--- src/rtl/prq_pkg.sv ---
// Shared constants and codes for the priority ready-queue scheduler.
package prq_pkg;

  // Default sizes
  localparam int MAX_TASKS_DEF   = 16;
  localparam int PRIO_LEVELS_DEF = 32;

  // Width used to compare task ids and counts up to 32
  localparam int ID_EXT_W = 6;

  // Command codes
  localparam logic [2:0] CMD_CREATE   = 3'd0;
  localparam logic [2:0] CMD_SCHEDULE = 3'd1;
  localparam logic [2:0] CMD_TICK     = 3'd2;
  localparam logic [2:0] CMD_SLEEP    = 3'd3;
  localparam logic [2:0] CMD_BLOCK    = 3'd4;
  localparam logic [2:0] CMD_UNBLOCK  = 3'd5;

  // Status codes
  localparam logic [1:0] STAT_OK     = 2'd0;
  localparam logic [1:0] STAT_FULL   = 2'd1;
  localparam logic [1:0] STAT_BAD_ID = 2'd2;

  // Task states
  typedef enum logic [2:0] {
    TS_UNUSED   = 3'd0,
    TS_READY    = 3'd1,
    TS_RUNNING  = 3'd2,
    TS_SLEEPING = 3'd3,
    TS_BLOCKED  = 3'd4
  } task_state_t;

  // Shared adder operation
  typedef enum logic {
    ALU_ADD = 1'b0,
    ALU_SUB = 1'b1
  } alu_op_t;

endpackage

--- src/rtl/prq_alu.sv ---
// Shared 32-bit add/subtract unit for tick, deadline and wake tests.
module prq_alu (
  input  prq_pkg::alu_op_t op,
  input  logic [31:0]      a,
  input  logic [31:0]      b,
  output logic [31:0]      y,
  output logic             neg
);

  // Wrapping add or subtract; neg is the top bit of the result
  always_comb begin
    case (op)
      prq_pkg::ALU_ADD: y = a + b;
      prq_pkg::ALU_SUB: y = a - b;
      default:          y = a + b;
    endcase
    neg = y[31];
  end

endmodule

--- src/rtl/priority_ready_queue_scheduler_core.sv ---
// Top level of the priority ready-queue task scheduler.
//
// Usage: drive cmd, task_id, priority_req and duration_ms and raise start
// while busy is low; the request is taken at that clock edge. busy stays high
// until the result has been shown. The result (running_id, switch_pending,
// status, new_task_id, now_ms, ready_mask) is valid for exactly one cycle
// while done is high; the receiver cannot stall it and must take it then.
// cfg_write with cfg_data sets enabled; write it only while idle.
//
// Steps after a request is taken: a disabled tick, an empty schedule, a
// refused sleep or block and an unused code go straight to the result;
// create and unblock pass through S_CREATE or S_UNBLOCK; an enabled tick
// increments the tick count in S_TICK_INC and then sweeps one slot a cycle
// through the shared adder in S_SWEEP; sleep and block walk the priority
// list one link a cycle in S_WALK, unlink a found task in S_FIN and park
// it in S_PARK; schedule scans the ready bitmap one priority a cycle from
// the top in S_SCAN and rotates the chosen list in S_ROT. One request is in
// flight at a time; the next one is taken once busy falls after the result.
//
// Reset (rst, synchronous): the idle task sits alone in the priority 0 list,
// the tick count is zero, the scheduler is disabled and the block is idle.
module priority_ready_queue_scheduler_core #(
  parameter int MAX_TASKS       = prq_pkg::MAX_TASKS_DEF,
  parameter int PRIORITY_LEVELS = prq_pkg::PRIO_LEVELS_DEF
) (
  input  logic        clk,
  input  logic        rst,
  input  logic        start,
  output logic        busy,
  input  logic [2:0]  cmd,
  input  logic [3:0]  task_id,
  input  logic [4:0]  priority_req,
  input  logic [31:0] duration_ms,
  input  logic        cfg_write,
  input  logic        cfg_data,
  output logic        done,
  output logic [3:0]  running_id,
  output logic        switch_pending,
  output logic [1:0]  status,
  output logic [3:0]  new_task_id,
  output logic [31:0] now_ms,
  output logic [31:0] ready_mask
);

  localparam int TW = $clog2(MAX_TASKS);
  localparam int LW = TW + 1;
  localparam int CW = TW + 1;
  localparam int PW = $clog2(PRIORITY_LEVELS);
  localparam int XW = prq_pkg::ID_EXT_W;
  localparam logic [LW-1:0] LINK_NIL = {LW{1'b1}};
  localparam logic [CW-1:0] MAX_CNT  = CW'(MAX_TASKS);
  localparam logic [PW-1:0] TOP_PRIO = PW'(PRIORITY_LEVELS - 1);

  typedef enum logic [3:0] {
    S_IDLE, S_CREATE, S_SCAN, S_ROT, S_TICK_INC, S_SWEEP,
    S_REM_START, S_WALK, S_FIN, S_PARK, S_UNBLOCK, S_DONE
  } seq_state_t;

  seq_state_t state;

  // Scheduler state
  logic                        enabled;
  logic [PRIORITY_LEVELS-1:0]  ready_bits;
  logic [TW-1:0]               list_head [PRIORITY_LEVELS];
  logic [TW-1:0]               list_tail [PRIORITY_LEVELS];
  logic [LW-1:0]               next_link [MAX_TASKS];
  logic [PW-1:0]               task_prio [MAX_TASKS];
  prq_pkg::task_state_t        task_state [MAX_TASKS];
  logic [31:0]                 wake_deadline [MAX_TASKS];
  logic [CW-1:0]               task_count;
  logic [TW-1:0]               current_task;
  logic [31:0]                 tick_count;

  // Request and working registers
  logic [2:0]    cmd_r;
  logic [3:0]    tid_r;
  logic [4:0]    preq_r;
  logic [31:0]   dur_r;
  logic [PW-1:0] cur_prio;
  logic          pend;
  logic [1:0]    status_r;
  logic [TW-1:0] new_id_r;
  logic [PW-1:0] scan_p;
  logic [CW-1:0] idx;
  logic [LW-1:0] walk_cur;
  logic [LW-1:0] walk_prev;
  logic [CW-1:0] walk_n;

  // Shared adder
  prq_pkg::alu_op_t alu_op;
  logic [31:0]      alu_a, alu_b, alu_y;
  logic             alu_neg;

  prq_alu u_alu (
    .op  (alu_op),
    .a   (alu_a),
    .b   (alu_b),
    .y   (alu_y),
    .neg (alu_neg)
  );

  // Derived request values
  logic [PW-1:0] clamp_prio;
  logic [XW-1:0] tid_ext;
  logic [TW-1:0] tid_idx;
  logic          tid_ok;
  logic [LW-1:0] cur_link;
  logic [TW-1:0] rot_head;
  logic [LW-1:0] rot_next;

  always_comb begin
    if (XW'(preq_r) > XW'(PRIORITY_LEVELS - 1)) clamp_prio = TOP_PRIO;
    else clamp_prio = PW'(preq_r);
    tid_ext  = XW'(tid_r);
    tid_idx  = tid_ext[TW-1:0];
    tid_ok   = (tid_ext < XW'(task_count)) &&
               ((task_state[tid_idx] == prq_pkg::TS_BLOCKED) ||
                (task_state[tid_idx] == prq_pkg::TS_SLEEPING));
    cur_link = {1'b0, current_task};
    rot_head = list_head[scan_p];
    rot_next = next_link[rot_head];
  end

  // Adder operands by step
  always_comb begin
    alu_op = prq_pkg::ALU_ADD;
    alu_a  = tick_count;
    alu_b  = 32'd1;
    case (state)
      S_SWEEP: begin
        alu_op = prq_pkg::ALU_SUB;
        alu_b  = wake_deadline[idx[TW-1:0]];
      end
      S_PARK:  alu_b = dur_r;
      default: alu_b = 32'd1;
    endcase
  end

  // Insert-at-tail request for the ready lists
  logic          add_en;
  logic [TW-1:0] add_t;
  logic [PW-1:0] add_p;

  always_comb begin
    add_en = 1'b0;
    add_t  = idx[TW-1:0];
    add_p  = task_prio[idx[TW-1:0]];
    case (state)
      S_CREATE: begin
        add_en = task_count < MAX_CNT;
        add_t  = task_count[TW-1:0];
        add_p  = clamp_prio;
      end
      S_SWEEP: begin
        add_en = (idx < task_count) &&
                 (task_state[idx[TW-1:0]] == prq_pkg::TS_SLEEPING) && !alu_neg;
      end
      S_UNBLOCK: begin
        add_en = tid_ok;
        add_t  = tid_idx;
        add_p  = task_prio[tid_idx];
      end
      default: add_en = 1'b0;
    endcase
  end

  // Sequencer and scheduler state
  always_ff @(posedge clk) begin
    if (rst) begin
      state        <= S_IDLE;
      done         <= 1'b0;
      enabled      <= 1'b0;
      ready_bits   <= PRIORITY_LEVELS'(1);
      for (int i = 0; i < PRIORITY_LEVELS; i++) begin
        list_head[i] <= '0;
        list_tail[i] <= '0;
      end
      for (int i = 0; i < MAX_TASKS; i++) begin
        next_link[i]  <= LINK_NIL;
        task_prio[i]  <= '0;
        task_state[i] <= prq_pkg::TS_UNUSED;
      end
      task_state[0] <= prq_pkg::TS_READY;
      task_count    <= CW'(1);
      current_task  <= '0;
      tick_count    <= '0;
      pend          <= 1'b0;
      status_r      <= prq_pkg::STAT_OK;
      new_id_r      <= '0;
    end else begin
      if (cfg_write) enabled <= cfg_data;
      done <= 1'b0;

      // Append a task to the tail of its priority list
      if (add_en) begin
        task_state[add_t] <= prq_pkg::TS_READY;
        next_link[add_t]  <= LINK_NIL;
        if (!ready_bits[add_p]) list_head[add_p] <= add_t;
        else next_link[list_tail[add_p]] <= {1'b0, add_t};
        list_tail[add_p]  <= add_t;
        ready_bits[add_p] <= 1'b1;
        if (add_p > cur_prio) pend <= 1'b1;
      end

      case (state)
        S_IDLE: begin
          if (start) begin
            cmd_r    <= cmd;
            tid_r    <= task_id;
            preq_r   <= priority_req;
            dur_r    <= duration_ms;
            cur_prio <= task_prio[current_task];
            pend     <= 1'b0;
            status_r <= prq_pkg::STAT_OK;
            new_id_r <= '0;
            case (cmd)
              prq_pkg::CMD_CREATE: state <= S_CREATE;
              prq_pkg::CMD_SCHEDULE: begin
                scan_p <= TOP_PRIO;
                if (ready_bits == '0) begin
                  state <= S_DONE;
                  done  <= 1'b1;
                end else begin
                  state <= S_SCAN;
                end
              end
              prq_pkg::CMD_TICK: begin
                if (enabled) begin
                  state <= S_TICK_INC;
                end else begin
                  state <= S_DONE;
                  done  <= 1'b1;
                end
              end
              prq_pkg::CMD_SLEEP, prq_pkg::CMD_BLOCK: begin
                if (task_state[current_task] == prq_pkg::TS_READY ||
                    task_state[current_task] == prq_pkg::TS_RUNNING) begin
                  state <= S_REM_START;
                end else begin
                  status_r <= prq_pkg::STAT_BAD_ID;
                  state    <= S_DONE;
                  done     <= 1'b1;
                end
              end
              prq_pkg::CMD_UNBLOCK: state <= S_UNBLOCK;
              default: begin
                state <= S_DONE;
                done  <= 1'b1;
              end
            endcase
          end
        end

        // New task takes the next free slot
        S_CREATE: begin
          if (task_count < MAX_CNT) begin
            task_prio[task_count[TW-1:0]] <= clamp_prio;
            new_id_r   <= task_count[TW-1:0];
            task_count <= task_count + CW'(1);
          end else begin
            status_r <= prq_pkg::STAT_FULL;
          end
          state <= S_DONE;
          done  <= 1'b1;
        end

        // Find the highest ready priority, one bit a cycle
        S_SCAN: begin
          if (scan_p == '0 || ready_bits[scan_p]) state <= S_ROT;
          else scan_p <= scan_p - PW'(1);
        end

        // Rotate the chosen list and run its head
        S_ROT: begin
          if (task_state[current_task] == prq_pkg::TS_RUNNING)
            task_state[current_task] <= prq_pkg::TS_READY;
          if (!rot_next[TW]) begin
            list_head[scan_p] <= rot_next[TW-1:0];
            next_link[rot_head] <= LINK_NIL;
            next_link[list_tail[scan_p]] <= {1'b0, rot_head};
            list_tail[scan_p] <= rot_head;
          end
          current_task <= rot_head;
          task_state[rot_head] <= prq_pkg::TS_RUNNING;
          state <= S_DONE;
          done  <= 1'b1;
        end

        S_TICK_INC: begin
          tick_count <= alu_y;
          idx        <= '0;
          state      <= S_SWEEP;
        end

        // Wake sleepers, one slot a cycle
        S_SWEEP: begin
          if (idx < task_count) begin
            idx <= idx + CW'(1);
          end else begin
            pend  <= 1'b1;
            state <= S_DONE;
            done  <= 1'b1;
          end
        end

        S_REM_START: begin
          walk_cur  <= {1'b0, list_head[cur_prio]};
          walk_prev <= LINK_NIL;
          walk_n    <= '0;
          if (ready_bits[cur_prio]) state <= S_WALK;
          else state <= S_PARK;
        end

        // Walk the list to find the current task
        S_WALK: begin
          if (walk_n < MAX_CNT && walk_cur != cur_link) begin
            if (walk_cur[TW]) begin
              state <= S_PARK;
            end else begin
              walk_prev <= walk_cur;
              walk_cur  <= next_link[walk_cur[TW-1:0]];
              walk_n    <= walk_n + CW'(1);
            end
          end else if (walk_cur != cur_link) begin
            state <= S_PARK;
          end else begin
            state <= S_FIN;
          end
        end

        // Unlink the current task
        S_FIN: begin
          if (walk_prev[TW]) list_head[cur_prio] <= next_link[current_task][TW-1:0];
          else next_link[walk_prev[TW-1:0]] <= next_link[current_task];
          if (list_tail[cur_prio] == current_task)
            list_tail[cur_prio] <= walk_prev[TW-1:0];
          next_link[current_task] <= LINK_NIL;
          if (walk_prev[TW] && next_link[current_task][TW])
            ready_bits[cur_prio] <= 1'b0;
          state <= S_PARK;
        end

        S_PARK: begin
          if (cmd_r == prq_pkg::CMD_SLEEP) begin
            wake_deadline[current_task] <= alu_y;
            task_state[current_task]    <= prq_pkg::TS_SLEEPING;
          end else begin
            task_state[current_task] <= prq_pkg::TS_BLOCKED;
          end
          pend  <= 1'b1;
          state <= S_DONE;
          done  <= 1'b1;
        end

        S_UNBLOCK: begin
          if (!tid_ok) status_r <= prq_pkg::STAT_BAD_ID;
          state <= S_DONE;
          done  <= 1'b1;
        end

        S_DONE:  state <= S_IDLE;
        default: state <= S_IDLE;
      endcase
    end
  end

  // Result ports
  logic [XW-1:0] run_ext, new_ext;
  always_comb begin
    run_ext = XW'(current_task);
    new_ext = XW'(new_id_r);
  end

  assign busy           = (state != S_IDLE);
  assign running_id     = run_ext[3:0];
  assign new_task_id    = new_ext[3:0];
  assign switch_pending = pend;
  assign status         = status_r;
  assign now_ms         = tick_count;
  assign ready_mask     = 32'(ready_bits);

  // Checks
  a_done_in_done_state: assert property (@(posedge clk) disable iff (rst)
    done |-> (state == S_DONE)) else $error("done outside result cycle");
  a_done_then_idle: assert property (@(posedge clk) disable iff (rst)
    done |=> !busy) else $error("not idle after result");
  a_accept_busy: assert property (@(posedge clk) disable iff (rst)
    (start && !busy) |=> busy) else $error("request not taken");
  a_count_bound: assert property (@(posedge clk) disable iff (rst)
    (task_count <= MAX_CNT) && (task_count != '0)) else $error("task count out of range");
  a_status_code: assert property (@(posedge clk) disable iff (rst)
    done |-> (status != 2'd3)) else $error("bad status code");

endmodule

--- config.mk ---
export PLATFORM = sky130hd
export DESIGN_NAME = priority_ready_queue_scheduler_core
export DESIGN_NICKNAME = d
export VERILOG_FILES = /design/src/rtl/prq_pkg.sv /design/src/rtl/prq_alu.sv /design/src/rtl/priority_ready_queue_scheduler_core.sv
export SDC_FILE = /design/constraint.sdc
export NUM_CORES = 2
export LEC_CHECK = 0
export BUFFER_PORTS_ARGS = -buffer_cell sky130_fd_sc_hd__buf_2
export CAP_MARGIN = 30
export CORE_UTILIZATION = 25
export CTS_CLUSTER_SIZE = 28
export DETAILED_ROUTE_END_ITERATION = 7
export PLACE_DENSITY_LB_ADDON = 0.3
export SYNTH_ARGS = -nofsm -noshare
export SYNTH_HDL_FRONTEND = slang
export SYNTH_SLANG_ARGS = --single-unit
--- constraint.sdc ---
create_clock -name clk -period 11.31 [get_ports clk]
set_clock_uncertainty 0.2 [all_clocks]
set_input_delay 0.5655 -clock clk [delete_from_list [all_inputs] [get_ports clk]]
set_output_delay 0.5655 -clock clk [all_outputs]
set_load 0.03 [all_outputs]
==> summary.md <==
| Metric | Value |
|---|---|
| Vias in the first global route | 41100 |
| Share of layout cells above drive strength 1 | 22.0% |
| Final ANT Viol Nets | 0 |
| Outcome | finished clean |
| Path category of the worst min-delay check | in2reg |
| Total power | 0.0137 W |
| Worst-Margin Slew | 1.19 ns |
| Final instance area | 0.0706 sq mm |
| Power per cell area | 194 mW/mm^2 |
| Setup TNS | 0 ns |
| Routed vias/inst | 5.30 |
| First-pass DRT Iterations | 6 |
| DR iter-0 viols | 4458 |
| Most common library cells after synthesis | 1002 x edfxtp_1, 402 x mux4_2, 314 x nor2_1 |
| Latest clock arrival within the worst-skew pair | 0.80 ns |
| # setup viols final | 0 |
| Top cell type's share of synthesized area | 49.1% |
| H-tree levels | 4 |
| TritonCTS Sinks | 1157 |
| Gpl congestion | 0.929 |
| Mapped Area | 0.0613 sq mm |
| Hold Fails Final Rpt | 0 |
| Postcts setup bufs | 0 |
| Asr flop ratio synth | 0% |
| Die ar. | 0.247 sq mm |
| Layout Nets | 4731 |
| RSZ-0062 raised after global routing | no |
| Gr ovfl total | 0 |
| Kind of critical path | reg2reg |
| CP startpoint kind | flip-flop |
| CTS tree | built |
| Relative slew margins | 20.8% |
| CP delay by family, top | compound AO/OA/AOI/OAI gates |
| Die Y | 497 um |
| Arrival @ worst endpoint | 9.93 ns |
| Remaining DRCs | 0 |
| Number of buffers added on ports | 125 |
| Post-cts repair resize count | 0 |
| Num ports | 126 |
| CTS Root Buffer Type | clkbuf_16 |
| Placeable core area | 0.243 sq mm |
| Most frequent cell after synthesis | edfxtp_1 |
| # Max-Cap Violations | 0 |
| Crit. End Element | flip-flop |
| Post-synth EDFFs | 1002 |
| Peak supply drop | 0.207 mV |
| P&R area growth vs syn | 15.1% |
| CTS clk-pin slew, worst paths | 0.06 ns |
| CTS Buffer Depth | 3 |
| Filler cells | 24400 |
| Max incr delay on CP | 0.86 ns |
| Die extent in x | 497 um |
| Dominant synthesized flop cell | edfxtp_1 |
| Num CTS Buffers | 130 |
| Fin. max-slew vios | 0 |
| Hold_buf cts | 47 |
| Tcrit/Tclk final | 85.7% |
| Synth unique cells | 99 |
| Dpl hpwl | 139000 um |
| Peak Freq | 103 MHz |
| Initial antenna violation count | 12 |
| Cells after Synth | 4537 |
| Worst-path cell with the longest stage delay | dfxtp_1 |
| YS warnings | 0 |
| Static Leak | 23.0 nW |
| Largest net degree at the start of global routing | 115 |
| CP Max Fanout | 47 |
| DR vias | 42100 |
| Syn Area/Cell | 13.5 sq um |
| Cell Area, Placed | 0.0657 sq mm |
| Critical path required time | 11.54 ns |
| Sequential-to-total area share from yosys stat | 54.1% |
| Floorplan row count | 181 |
| First-pass GRT wire length | 297000 um |
| Routed wire length | 206000 um |
| Ranking of synthesized cells by area | edfxtp_1 49%, mux4_2 15%, dfxtp_1 5.1%, mux2i_1 5.0%, nor2_1 1.9% |
| Starting Density | 25.2% |
| Synthesized flop and latch total | 1157 |
| Synthesized Nets | 4639 |
| WP buf/inv | 1 |
| Synth area leader | edfxtp_1 |
| Tmin final | 9.70 ns |
| GR Util All Layers | 16.3% |
| Wirelength per Cell | 25.9 um |
-- where the power goes --
part	switching [W]	internal, W
clock	0.00187	0.00243
combinational	0.00285	0.00133
sequential	0.000259	0.00492
-- final cells by class --
cell class	count	area, sq um	share of cell area, %
Clock inverter	74	791	1.12
Multi-Input combinational cell	2977	26600	37.7
Sequential cell	1157	33200	47.1
Timing Repair Buffer	321	2290	3.24
Clock buffer	165	3490	4.94
Inverter	42	160	0.227
Tap cell	3202	4010	5.68
Antenna cell	5	12.5	0.0177
-- metrics by stage --
step | hold slack (ns) | util [%] | setup slack [ns] | cells
after floorplan | 0.256 | - | 3.50 | 4537
after global placement | 0.245 | 27.0 | 2.11 | 7633
after detailed placement | 0.252 | 27.0 | 1.85 | 7646
after CTS | 0.00688 | 28.9 | 1.84 | 7932
after global routing | 0.0459 | 29.0 | 0.941 | 7942
final | 0.0516 | 29.0 | 1.61 | 7943
-- final timing paths --
check                               start               to  slack [ns]  depth (start not counted)
worst max-delay path             state[2]  list_head[8][1]        1.61                         26
worst min-delay path                start   switch_pending        0.05                          3
worst max register to register   state[2]  list_head[8][1]        1.61                         26
worst min register to register  status[1]        status[1]        0.26                          2
-- logic make-up (layout without fill, tap and decap cells) --
kind of cell	count (synthesis)	after routing	synth area share, %
mux	831	831	22.0
buf+inv	403	602	2.90
fa+ha+maj	53	53	1.09
simple gates	1335	1335	11.4
other cells	0	5	0
compound gates	702	702	7.67
flops	1157	1157	54.1
xor+xnor	56	56	0.800
-- layout by cell type (no fill, tap or decap), types with 29 or more instances in the layout --
| cell | instances |
|---|---|
| a21oi_1 | 173 |
| a21o_1 | 41 |
| mux2_2 | 69 |
| dlygate4sd3_1 | 47 |
| o21ai_0 | 116 |
| ha_1 | 52 |
| nand3_1 | 178 |
| clkbuf_1 | 29 |
| nand2_1 | 232 |
| mux2_1 | 54 |
| inv_1 | 33 |
| a211oi_1 | 30 |
| buf_2 | 124 |
| xnor2_1 | 38 |
| o211ai_1 | 37 |
| mux4_2 | 402 |
| edfxtp_1 | 1002 |
| mux2i_1 | 300 |
| clkbuf_16 | 134 |
| dfxtp_1 | 145 |
| nor2_1 | 300 |
| nor3_1 | 163 |
| a22oi_1 | 62 |
| nor3b_1 | 80 |
| buf_4 | 145 |
| and2_1 | 118 |
-- flip-flops by register name (all words and copies together) (netlist names), 32 cells and up, named ones only --
register       count
list_head        128
next_link         80
task_state        48
list_tail        128
task_prio         80
now_ms            32
dur_r             32
ready_mask        32
wake_deadline    512
-- routing by layer --
layer,track usage [%],vias up,wire length [um]
li1,-,18200,-
met1,21.3,21700,85700
met2,26.6,1780,98300
met3,2.74,353,13500
met4,6.60,8,8500
met5,0,-,50
-- worst min-delay path: cells and delay by family --
family | cells | cell delay [ns]
buf+inv | 1 | 0.12
simple gates | 2 | 0.29
Power figures use the tool's default switching activity.
